[src/hw/rtl/fixed_partition_fit_allocator_unit_assert.svh]
// ----------------------------------------------------------------------------
// Assertion macros for the partition fit allocator
// Simulation builds get the checks; synthesis builds get empty bodies.
// The checks sample on clk and are held off while rst_n is low.
// ----------------------------------------------------------------------------
`ifndef FIXED_PARTITION_FIT_ALLOCATOR_UNIT_ASSERT_SVH
`define FIXED_PARTITION_FIT_ALLOCATOR_UNIT_ASSERT_SVH

`ifndef SYNTHESIS
`define FPFA_ASSERT(label, prop) \
    label: assert property (@(posedge clk) disable iff (!rst_n) (prop)) \
        else $error("fpfa assertion failed");
`define FPFA_ASSERT_NEXT(label, ante, cons) \
    label: assert property (@(posedge clk) disable iff (!rst_n) (ante) |=> (cons)) \
        else $error("fpfa assertion failed");
`else
`define FPFA_ASSERT(label, prop)
`define FPFA_ASSERT_NEXT(label, ante, cons)
`endif

`endif

[src/hw/rtl/fpfa_pkg.sv]
// ----------------------------------------------------------------------------
// fpfa_pkg
// Shared codes and control structs of the partition fit allocator.
// ----------------------------------------------------------------------------
`timescale 1ns / 1ps

package fpfa_pkg;

    // input item opcodes
    localparam logic [1:0] OP_LOAD  = 2'd0;
    localparam logic [1:0] OP_CLEAR = 2'd1;
    localparam logic [1:0] OP_ALLOC = 2'd2;

    // placement policies (code three behaves as first fit)
    localparam logic [1:0] MODE_FIRST = 2'd0;
    localparam logic [1:0] MODE_BEST  = 2'd1;
    localparam logic [1:0] MODE_WORST = 2'd2;

    // configuration register indexes
    localparam logic REG_FIT_MODE    = 1'b0;
    localparam logic REG_BLOCK_COUNT = 1'b1;

    typedef struct packed {
        logic init;
        logic step;
        logic keep_min;
        logic keep_max;
    } fit_ctrl_t;

    typedef struct packed {
        logic found;
        logic stop;
    } fit_status_t;

endpackage

[src/hw/rtl/fpfa_ram.sv]
// ----------------------------------------------------------------------------
// fpfa_ram
// Generic single write port, single read port RAM with registered read.
// ----------------------------------------------------------------------------
`timescale 1ns / 1ps

module fpfa_ram #(
    parameter int WIDTH = 16,
    parameter int DEPTH = 16,
    localparam int AW = (DEPTH > 1) ? $clog2(DEPTH) : 1
) (
    input  logic             clk,
    input  logic             we,
    input  logic [AW-1:0]    waddr,
    input  logic [WIDTH-1:0] wdata,
    input  logic             re,
    input  logic [AW-1:0]    raddr,
    output logic [WIDTH-1:0] rdata
);

    logic [WIDTH-1:0] mem_reg [DEPTH];
    logic [WIDTH-1:0] rdata_reg;

    always_ff @(posedge clk)
    begin
        if (we)
        begin
            mem_reg[waddr] <= wdata;
        end
        if (re)
        begin
            rdata_reg <= mem_reg[raddr];
        end
    end

    assign rdata = rdata_reg;

endmodule

[src/hw/rtl/fpfa_fit_unit.sv]
// ----------------------------------------------------------------------------
// fpfa_fit_unit
// Shared compare unit: checks one table entry per step and tracks the pick.
// ----------------------------------------------------------------------------
`timescale 1ns / 1ps

module fpfa_fit_unit #(
    parameter int AW        = 4,
    parameter int SIZE_BITS = 16
) (
    input  logic                   clk,
    input  logic                   rst_n,
    input  fpfa_pkg::fit_ctrl_t    ctrl,
    input  logic [AW-1:0]          entry_index,
    input  logic [SIZE_BITS-1:0]   entry_size,
    input  logic                   entry_used,
    input  logic [SIZE_BITS-1:0]   req_size,
    output fpfa_pkg::fit_status_t  status,
    output logic [AW-1:0]          pick,
    output logic [SIZE_BITS-1:0]   best
);

    logic                 found_reg, found_next;
    logic                 stop_reg, stop_next;
    logic [AW-1:0]        pick_reg, pick_next;
    logic [SIZE_BITS-1:0] best_reg, best_next;
    logic                 fits;

    assign fits = !entry_used && (entry_size >= req_size);

    always_comb
    begin
        found_next = found_reg;
        stop_next  = stop_reg;
        pick_next  = pick_reg;
        best_next  = best_reg;
        if (ctrl.init)
        begin
            found_next = 1'b0;
            stop_next  = 1'b0;
        end
        else if (ctrl.step && !stop_reg && fits)
        begin
            if (!found_reg)
            begin
                found_next = 1'b1;
                pick_next  = entry_index;
                best_next  = entry_size;
                // first fit ends the search on the first hit
                stop_next  = !(ctrl.keep_min || ctrl.keep_max);
            end
            else if (ctrl.keep_min && (entry_size < best_reg))
            begin
                pick_next = entry_index;
                best_next = entry_size;
            end
            else if (ctrl.keep_max && (entry_size > best_reg))
            begin
                pick_next = entry_index;
                best_next = entry_size;
            end
        end
    end

    always_ff @(posedge clk or negedge rst_n)
    begin
        if (!rst_n)
        begin
            found_reg <= 1'b0;
            stop_reg  <= 1'b0;
        end
        else
        begin
            found_reg <= found_next;
            stop_reg  <= stop_next;
        end
    end

    always_ff @(posedge clk)
    begin
        pick_reg <= pick_next;
        best_reg <= best_next;
    end

    assign status.found = found_reg;
    assign status.stop  = stop_reg;
    assign pick         = pick_reg;
    assign best         = best_reg;

endmodule

[src/hw/rtl/fixed_partition_fit_allocator_unit.sv]
// ----------------------------------------------------------------------------
// fixed_partition_fit_allocator_unit
// Load and clear items are done while idle. A request scans min(block_count,
// table depth) entries, fewer in first fit on an early hit, then writes its
// result register. The search rate is set by the size RAM read port.
// Reset clears control state and all used marks; sizes stay undefined.
// ----------------------------------------------------------------------------
`timescale 1ns / 1ps

`include "fixed_partition_fit_allocator_unit_assert.svh"

module fixed_partition_fit_allocator_unit #(
    parameter int MAX_PARTITIONS = 16,
    parameter int SIZE_BITS      = 16
) (
    input  logic        clk,
    input  logic        rst_n,
    // configuration port
    input  logic        psel,
    input  logic        penable,
    input  logic        pwrite,
    input  logic [2:0]  paddr,
    input  logic [31:0] pwdata,
    output logic [31:0] prdata,
    output logic        pready,
    // input item channel
    input  logic        in_valid,
    output logic        in_ready,
    input  logic [1:0]  opcode,
    input  logic [3:0]  entry_index,
    input  logic [15:0] size_value,
    // result item channel
    output logic        out_valid,
    input  logic        out_ready,
    output logic        granted,
    output logic [3:0]  chosen_index,
    output logic [15:0] chosen_size,
    output logic [15:0] fragmentation
);

    // table address width, and a counter width that holds the depth itself
    localparam int AW = (MAX_PARTITIONS > 1) ? $clog2(MAX_PARTITIONS) : 1;
    localparam int CW = $clog2(MAX_PARTITIONS + 1);
    localparam int LW = (CW > 5) ? CW : 5;
    localparam logic [LW-1:0] MAX_LW = LW'(MAX_PARTITIONS);

    // sequencer states
    localparam logic [1:0] ST_IDLE   = 2'd0;
    localparam logic [1:0] ST_SCAN   = 2'd1;
    localparam logic [1:0] ST_FINISH = 2'd2;

    logic [1:0]           state_reg, state_next;
    logic [1:0]           fit_mode_reg;
    logic [4:0]           block_count_reg;
    logic [LW-1:0]        scan_idx_reg, scan_idx_next;
    logic [LW-1:0]        limit_reg, limit_next;
    logic                 pend_reg, pend_next;
    logic [AW-1:0]        cmp_idx_reg, cmp_idx_next;
    logic [SIZE_BITS-1:0] req_size_reg, req_size_next;
    logic [MAX_PARTITIONS-1:0] used_reg, used_next;

    logic        out_valid_reg, out_valid_next;
    logic        granted_reg, granted_next;
    logic [3:0]  chosen_index_reg, chosen_index_next;
    logic [15:0] chosen_size_reg, chosen_size_next;
    logic [15:0] fragmentation_reg, fragmentation_next;

    logic                  cfg_write;
    logic                  in_accept;
    logic                  out_free;
    logic                  finish_go;
    logic                  done_scan;
    logic [LW-1:0]         count_lw;
    logic                  load_ok;
    logic                  ram_we;
    logic                  ram_re;
    logic [SIZE_BITS-1:0]  ram_rdata;
    logic [SIZE_BITS-1:0]  diff;
    fpfa_pkg::fit_ctrl_t   fit_ctrl;
    fpfa_pkg::fit_status_t fit_status;
    logic [AW-1:0]         fit_pick;
    logic [SIZE_BITS-1:0]  fit_best;

    // ------------------------------------------------------------------------
    // Configuration registers: written on the access phase, read back as is.
    // Only paddr[2] selects; the low address bits are ignored.
    // ------------------------------------------------------------------------
    assign pready    = 1'b1;
    assign cfg_write = psel && penable && pwrite && pready;

    always_ff @(posedge clk or negedge rst_n)
    begin
        if (!rst_n)
        begin
            fit_mode_reg    <= fpfa_pkg::MODE_FIRST;
            block_count_reg <= 5'd0;
        end
        else if (cfg_write)
        begin
            unique case (paddr[2])
                fpfa_pkg::REG_FIT_MODE:    fit_mode_reg    <= pwdata[1:0];
                fpfa_pkg::REG_BLOCK_COUNT: block_count_reg <= pwdata[4:0];
                default:                   ;
            endcase
        end
    end

    always_comb
    begin
        unique case (paddr[2])
            fpfa_pkg::REG_FIT_MODE:    prdata = {30'd0, fit_mode_reg};
            fpfa_pkg::REG_BLOCK_COUNT: prdata = {27'd0, block_count_reg};
            default:                   prdata = 32'd0;
        endcase
    end

    // ------------------------------------------------------------------------
    // Item handshake. Take items only while idle; a finished result may still
    // sit in the output register meanwhile.
    // ------------------------------------------------------------------------
    assign in_ready  = (state_reg == ST_IDLE);
    assign in_accept = in_valid && in_ready;
    assign out_free  = !out_valid_reg || out_ready;
    assign finish_go = (state_reg == ST_FINISH) && out_free;

    // a load beyond the table depth is dropped
    assign load_ok = (LW'(entry_index) < MAX_LW);
    assign ram_we  = in_accept && (opcode == fpfa_pkg::OP_LOAD) && load_ok;

    // clip the search length to the table depth
    assign count_lw  = LW'(block_count_reg);
    assign done_scan = (scan_idx_reg >= limit_reg) || fit_status.stop;
    assign ram_re    = (state_reg == ST_SCAN) && !done_scan;

    fpfa_ram #(
        .WIDTH (SIZE_BITS),
        .DEPTH (MAX_PARTITIONS)
    ) u_size_ram (
        .clk   (clk),
        .we    (ram_we),
        .waddr (AW'(entry_index)),
        .wdata (SIZE_BITS'(size_value)),
        .re    (ram_re),
        .raddr (scan_idx_reg[AW-1:0]),
        .rdata (ram_rdata)
    );

    // The compare unit sees each entry in the cycle after its read was issued.
    assign fit_ctrl.init     = in_accept && (opcode == fpfa_pkg::OP_ALLOC);
    assign fit_ctrl.step     = (state_reg == ST_SCAN) && pend_reg;
    assign fit_ctrl.keep_min = (fit_mode_reg == fpfa_pkg::MODE_BEST);
    assign fit_ctrl.keep_max = (fit_mode_reg == fpfa_pkg::MODE_WORST);

    fpfa_fit_unit #(
        .AW        (AW),
        .SIZE_BITS (SIZE_BITS)
    ) u_fit (
        .clk         (clk),
        .rst_n       (rst_n),
        .ctrl        (fit_ctrl),
        .entry_index (cmp_idx_reg),
        .entry_size  (ram_rdata),
        .entry_used  (used_reg[cmp_idx_reg]),
        .req_size    (req_size_reg),
        .status      (fit_status),
        .pick        (fit_pick),
        .best        (fit_best)
    );

    assign diff = fit_best - req_size_reg;

    // ------------------------------------------------------------------------
    // Sequencer
    // ------------------------------------------------------------------------
    always_comb
    begin
        state_next         = state_reg;
        scan_idx_next      = scan_idx_reg;
        limit_next         = limit_reg;
        pend_next          = 1'b0;
        cmp_idx_next       = cmp_idx_reg;
        req_size_next      = req_size_reg;
        used_next          = used_reg;
        out_valid_next     = out_valid_reg && !out_ready;
        granted_next       = granted_reg;
        chosen_index_next  = chosen_index_reg;
        chosen_size_next   = chosen_size_reg;
        fragmentation_next = fragmentation_reg;

        unique case (state_reg)
            ST_IDLE:
            begin
                if (in_accept)
                begin
                    case (opcode)
                        fpfa_pkg::OP_CLEAR:
                        begin
                            used_next = '0;
                        end
                        fpfa_pkg::OP_ALLOC:
                        begin
                            req_size_next = SIZE_BITS'(size_value);
                            scan_idx_next = '0;
                            limit_next    = (count_lw > MAX_LW) ? MAX_LW : count_lw;
                            state_next    = ST_SCAN;
                        end
                        default:
                        begin
                            // loads go straight to the RAM; opcode three is dropped
                        end
                    endcase
                end
            end
            ST_SCAN:
            begin
                // issue one read per cycle, let the last one drain, then finish
                if (!done_scan)
                begin
                    pend_next     = 1'b1;
                    cmp_idx_next  = scan_idx_reg[AW-1:0];
                    scan_idx_next = scan_idx_reg + LW'(1);
                end
                else if (!pend_reg)
                begin
                    state_next = ST_FINISH;
                end
            end
            ST_FINISH:
            begin
                // hold until the output register is free
                if (finish_go)
                begin
                    out_valid_next = 1'b1;
                    granted_next   = fit_status.found;
                    if (fit_status.found)
                    begin
                        used_next[fit_pick] = 1'b1;
                        chosen_index_next   = 4'(fit_pick);
                        chosen_size_next    = 16'(fit_best);
                        fragmentation_next  = 16'(diff);
                    end
                    else
                    begin
                        chosen_index_next  = 4'd0;
                        chosen_size_next   = 16'd0;
                        fragmentation_next = 16'd0;
                    end
                    state_next = ST_IDLE;
                end
            end
            default:
            begin
                state_next = ST_IDLE;
            end
        endcase
    end

    always_ff @(posedge clk or negedge rst_n)
    begin
        if (!rst_n)
        begin
            state_reg     <= ST_IDLE;
            scan_idx_reg  <= '0;
            limit_reg     <= '0;
            pend_reg      <= 1'b0;
            used_reg      <= '0;
            out_valid_reg <= 1'b0;
        end
        else
        begin
            state_reg     <= state_next;
            scan_idx_reg  <= scan_idx_next;
            limit_reg     <= limit_next;
            pend_reg      <= pend_next;
            used_reg      <= used_next;
            out_valid_reg <= out_valid_next;
        end
    end

    always_ff @(posedge clk)
    begin
        cmp_idx_reg       <= cmp_idx_next;
        req_size_reg      <= req_size_next;
        granted_reg       <= granted_next;
        chosen_index_reg  <= chosen_index_next;
        chosen_size_reg   <= chosen_size_next;
        fragmentation_reg <= fragmentation_next;
    end

    assign out_valid     = out_valid_reg;
    assign granted       = granted_reg;
    assign chosen_index  = chosen_index_reg;
    assign chosen_size   = chosen_size_reg;
    assign fragmentation = fragmentation_reg;

    // ------------------------------------------------------------------------
    // Checks
    // ------------------------------------------------------------------------
    `FPFA_ASSERT(a_scan_bounded, scan_idx_reg <= limit_reg)
    `FPFA_ASSERT(a_miss_index, (out_valid && !granted) |-> (chosen_index == 4'd0))
    `FPFA_ASSERT(a_miss_size, (out_valid && !granted) |-> (chosen_size == 16'd0))
    `FPFA_ASSERT(a_miss_frag, (out_valid && !granted) |-> (fragmentation == 16'd0))
    `FPFA_ASSERT(a_frag_le_size, (out_valid && granted) |-> (fragmentation <= chosen_size))
    `FPFA_ASSERT_NEXT(a_grant_used, finish_go && fit_status.found, used_reg[$past(fit_pick)])

endmodule
[config.mk]
export PLATFORM = sky130hd
export DESIGN_NAME = fixed_partition_fit_allocator_unit
export DESIGN_NICKNAME = d
export VERILOG_FILES = /design/src/hw/rtl/fpfa_pkg.sv /design/src/hw/rtl/fpfa_ram.sv /design/src/hw/rtl/fpfa_fit_unit.sv /design/src/hw/rtl/fixed_partition_fit_allocator_unit.sv
export VERILOG_INCLUDE_DIRS = /design/src /design/src/hw/rtl
export SDC_FILE = /design/constraint.sdc
export NUM_CORES = 1
export LEC_CHECK = 0
export ABC_CLOCK_PERIOD_IN_PS = 4400
export BUFFER_PORTS_ARGS = -buffer_cell sky130_fd_sc_hd__buf_2
export CORE_UTILIZATION = 55
export DETAILED_ROUTE_END_ITERATION = 10
export GPL_ROUTABILITY_DRIVEN = 0
export HOLD_SLACK_MARGIN = 0.12
export PLACE_DENSITY = 0.74
export SETUP_SLACK_MARGIN = 0.1
export SYNTH_ARGS = -nofsm -noshare
export SYNTH_HDL_FRONTEND = slang
export SYNTH_SLANG_ARGS = --single-unit
[constraint.sdc]
create_clock -name clk -period 4.4 [get_ports clk]
set_input_delay 0.66 -clock clk [delete_from_list [all_inputs] [get_ports clk]]
set_output_delay 0.66 -clock clk [all_outputs]
set_load 0.1 [all_outputs]
Word level (Yosys, flattened, before mapping) --
Memories as Yosys holds them, arrays and structs flattened. A register that Yosys moved wholly into a read port is not among the register bits. Cells that the tools add are included. Widths: inputs -> output; s select.
Operators by class: $add $sub $neg 2, $lt $le $gt $ge 8, equality and inequality tests 16, muxes and demuxes 38, bitwise operators 4, reduce and logical (&&, ||, !) cells 39
Operators by type and width (number):
- $mux 16 | 7
- $pmux 32 s2 | 1
- $pmux 16 s2 | 1
- $mux 5 | 4
- $ge 16x16->1 | 1
- $gt 16x16->1 | 1
- $lt 16x16->1 | 1
- $or 16x16->16 | 1
- $sub 16x16->16 | 1
- $logic_and 1x1->1 | 15
- $mux 1 | 13
- $mux 4 | 3
- $lt 4x5->1 const B | 2
- $mux 2 | 5
- $ne 2x2->1 const B | 5
- $pmux 5 s2 | 1
- $reduce_and 2->1 | 5
- $reduce_and 5->1 | 2
- $ne 2x1->1 const B | 4
- $eq 2x1->1 const B | 3
- $eq 2x2->1 const B | 3
- $logic_not 1->1 | 6
- $pmux 2 s3 | 1
- $reduce_and 3->1 | 2
- other kinds (12) | 19
Word-level totals: register bits after elaboration 116, bits in writable memories 256, word-level logic and storage cells 126, memories 1
Memories:
- u_size_ram.mem_reg | words 16, bits a word 16, rd ports 1, clocked after memory_dff 1, write ports 1, RTL line fpfa_ram.sv:21 | logic [WIDTH-1:0] mem_reg [DEPTH];

Depth between registers and ports, before layout --
depth in word-level cells 8, gate-level depth with buffers 11, depth with buffers taken out 9

By module --
A second synthesis with hierarchy kept.
Second synthesis, totals: cells, all modules 984, area, all modules 16590.9 µm²
By module, submodules not included:
- fpfa_ram | instances 1, cells each 432, area each 10203.5 µm², seq. area each 8167.8 µm²
- fixed_partition_fit_allocator_unit | instances 1, cells each 415, area each 4860.9 µm², seq. area each 2637.5 µm²
- fpfa_fit_unit | instances 1, cells each 137, area each 1526.5 µm², seq. area each 650.6 µm²

Least setup slack after synthesis --
OpenSTA, ideal clock, no wires.
kind input port to flip-flop, from in in_valid, to mem u_size_ram.mem_reg[0][0], enable pin, setup time 0.436 ns, data arrival time 3.243 ns, required time 3.964 ns, setup slack 0.721 ns, stages on the path 3, buffers on the path 0, cell sequence or3b_1 -> or3_1 -> nor4b_1
On the way: longest elaborated chain between the ends 4
Ends and longest elaborated chain:
- start: declaration | RTL line fixed_partition_fit_allocator_unit.sv:27 | input logic in_valid,
- $logic_and 1x1->1 | RTL line fixed_partition_fit_allocator_unit.sv:122 | assign in_accept = in_valid && in_ready;
- $logic_and 1x1->1 | RTL line fixed_partition_fit_allocator_unit.sv:128 | assign ram_we = in_accept && (opcode == fpfa_pkg::OP_LOAD) && load_ok;
- $mux 1 | RTL line fpfa_ram.sv:26 | if (we)
- $mux 1 (not written as such) | RTL line fpfa_ram.sv:28 | mem_reg[waddr] <= wdata;
- end: declaration | RTL line fpfa_ram.sv:21
Every way passes these cells.

Final worst setup path --
from reg scan_idx_reg[0], to reg scan_idx_reg[3]
On the way: longest elaborated chain between the ends 4, elaborated cells on any way between the ends 7, those cells by class 1 x add/sub; 1 x order compare; 1 x eq/ne; 2 x mux; 2 x reduce/logical
Ends and longest elaborated chain:
- start: declaration | RTL line fixed_partition_fit_allocator_unit.sv:55 | logic [LW-1:0] scan_idx_reg, scan_idx_next;
- start signal: assignment | RTL line fixed_partition_fit_allocator_unit.sv:272 | scan_idx_reg <= scan_idx_next;
- $ge 5x5->1 | RTL line fixed_partition_fit_allocator_unit.sv:132 | assign done_scan = (scan_idx_reg >= limit_reg) || fit_status.stop;
- $logic_or 1x1->1 | RTL line fixed_partition_fit_allocator_unit.sv:132
- $ne 2x2->1 (no line)
- $reduce_and 4->1 (no line)
Parallel ways exist; a longest one is shown, timed or not. The select of a mux whose other input is x is not followed. A chain may end at the register's enable or synchronous reset.

==> flow_metrics.py <==
metrics = {
    "global_routing": {
        "grt_max_degree": 42,
        "grt_pass1_wl_microns": 47800,
        "grt_pass1_vias": 8436,
        "antenna_found_initial": 0,
        "overflow": 0,
        "grt_usage": 0.209,
    },
    "worst_setup_path": {
        "rrSetupSlack_ns": 1.38,
        "critPathKind": "flip-flop to flip-flop",
        "critPathArrivalTime_ns": 3.40,
        "crit_path_end_kind": "flip-flop",
        "path_max_fanout": 27,
        "cp_data_required_time_ns": 4.79,
        "crit_path_start_kind": "flip-flop",
    },
    "logic_synthesis": {
        "synth_top_area_frac": 0.643,
        "yosys.area_share.simple": 0.0537,
        "synth_commonest_cells": "edfxtp_1, mux4_2, nor2_1",
        "synth_mux_area_frac": 0.129,
        "synth_compound_area_frac": 0.0368,
        "synth_area_leaders": "edfxtp_1, mux4_2, dfrtp_1",
        "synthArstFlopShare": 0.101,
        "synth_edf_count": 349,
        "postSynthCellCount": 927,
        "yosys.area.top_type": "edfxtp_1",
        "seq_area_frac_synth": 0.702,
        "yosysWarnings": 0,
        "ys_ff_latch": 388,
        "synth_top_family_by_area": "multiplexers",
        "netlist_area_sq_mm": 0.0163,
        "synth_fa_ha_area_frac": 0.0434,
        "synth_xor_area_frac": 0.00483,
        "post_synth_num_cell_types": 57,
        "synth_top_flop_cell": "edfxtp_1",
        "synth.most_common_cell": "edfxtp_1",
        "avgSynthCellArea_sq_um": 17.6,
    },
    "routing": {
        "drt_iter0_drc": 784,
        "drc": 0,
        "routed_wl_microns": 30600,
        "drt_pre_antenna_iters": 5,
        "routedWlPerCell_microns": 21.0,
        "vias_per_cell": 5.71,
        "num_vias": 8330,
        "drtAntennaViolNets": 0,
    },
    "floorplanning": {
        "core_region_area_sq_mm": 0.0289,
        "chipHeight_microns": 174,
        "pin_count": 136,
        "start_util": 0.564,
        "die_x_microns": 174,
        "rows": 62,
        "die_area_sq_mm": 0.0303,
    },
    "sta": {
        "clock.fmax_mhz": 332,
        "slew_violations": 0,
        "rsz0062_at_grt": "no",
        "hold_violations": 0,
        "worst_slack_ns": 1.38,
        "worstMarginPinSlew_ns": 0.970,
        "min_period_over_period": 0.686,
        "period_minus_slack_ns": 3.02,
        "skew_ns": 0.0127,
        "setup_violations": 0,
        "fin_setup_tns_ns": 0,
        "slew_headroom": 0.353,
    },
    "status": {
        "outcome": "finished, final reports clean",
    },
    "clock_network": {
        "numCtsBuffers": 40,
        "cts_setup_buffers": 0,
        "cts_resized": 0,
        "hold_buffers": 0,
        "h-tree-depth": 2,
        "cts_root_buf": "clkbuf_16",
        "cts_tree": "done",
        "clkTransAtPathRegs_ns": 0.06,
        "cts_buffer_depth": 3,
        "cts_sinks": 388,
        "clock_latency_ns": 0.53,
    },
    "cells_and_area": {
        "largest_register_ffs": 256,
        "drive_gt1_frac": 0.248,
        "diodes": 0,
        "syn2layout_area_growth_pct": 14.0,
        "fillers": 1971,
        "nets": 1166,
    },
    "pwr": {
        "p_leak_nw": 6.69,
        "p_sw_w": 0.00325,
        "swShare": 0.302,
        "pwr-share-seq": 0.435,
        "p_clk_frac": 0.324,
        "pwr-share-comb": 0.242,
        "ir_drop_v": 0.000349,
        "internal_power_w": 0.00749,
        "power_density_mw_per_mm2": 578,
    },
    "run": {
        "maxCapViolCount": 0,
    },
    "placed_design": {
        "dp_slack_ns": 1.43,
        "portBuffers": 78,
        "dp_hpwl_microns": 19300,
    },
    "hold_path": {
        "hold_path_class": "primary input to asynchronous set/reset pin",
    },
}
==> placed cells by master, fill, tap and decap left out, types with 11 or more instances in the layout <==
cell,Yosys,final
edfxtp_1,349,349
mux4_2,81,81
buf_2,5,78
nor2_1,66,66
ha_1,55,55
inv_1,43,43
clkbuf_16,0,42
dfrtp_1,39,37
a21oi_1,33,32
nand2_1,31,31
conb_1,2,28
buf_4,29,27
o21ai_0,26,26
nand2b_1,15,15
nand4_1,11,11
==> through the flow <==
stage          total power (W)   util  cell area [sq um]  instances  hold slack (ns)
2_1_floorplan          0.00678      -              16400        953            0.364
3_3_place_gp           0.00729  0.595              17200       1388            0.434
3_5_place_dp           0.00735  0.595              17200       1388            0.445
4_1_cts                 0.0108  0.642              18600       1459            0.271
5_1_grt                 0.0112  0.642              18600       1459            0.340
6_report                0.0107  0.642              18600       1459            0.277
==> power by group through the flow <==
stage	logic, W	registers (W)	clock network [W]
floorplan	0.00166	0.00511	0
global placement	0.00255	0.00474	0
detailed placement	0.00260	0.00474	0
CTS	0.00262	0.00467	0.00354
global route	0.00280	0.00471	0.00368
finish	0.00259	0.00467	0.00348
==> path summary, 6_finish.rpt <==
path | startpoint | to | cells past startpoint
max | scan_idx_reg[0] | scan_idx_reg[3] | 8
min | rst_n | used_reg[4] | 1
max reg2reg | scan_idx_reg[0] | scan_idx_reg[3] | 8
min reg2reg | u_size_ram.rdata[0] | u_fit.best[0] | 0
max in group asynchronous | rst_n | scan_idx_reg[0] | 1
min in group clk | pwdata[4] | block_count_reg[4] | 2
==> cells by family after synthesis <==
logic type,count (synthesis)
XOR/XNOR,9
adder cells (fa/ha/maj),56
multiplexers,101
AND/OR/NAND/NOR,175
buffers and inverters,98
other,2
AO/OA/AOI/OAI,98
flip-flops,388
==> layout make-up <==
class / count / area, sq um / share of cell area
Clock buffer: 47 / 1070 / 0.0575
Clock inverter: 24 / 302 / 0.0162
Inverter: 44 / 165 / 0.00888
Multi-Input combinational cell: 467 / 4520 / 0.243
Sequential cell: 388 / 11500 / 0.617
Tap cell: 384 / 480 / 0.0258
Timing Repair Buffer: 105 / 593 / 0.0319
==> layer usage <==
layer	wire, microns	part of all wire	GRT usage
met1	12800	0.42	0.279
met5	0	0	0
met4	537	0.018	0.0588
met2	15700	0.51	0.358
met3	1590	0.052	0.0346
==> worst max-delay path, stage by stage (launching register included) <==
cell      delay, ns
dfrtp_4        0.71
inv_1          0.11
ha_1           0.30
nand2b_1       0.14
a21o_1         0.18
a21oi_1        0.23
o211a_1        0.84
nand4_1        0.21
mux2i_1        0.16
(Power assumes the default switching activity.)
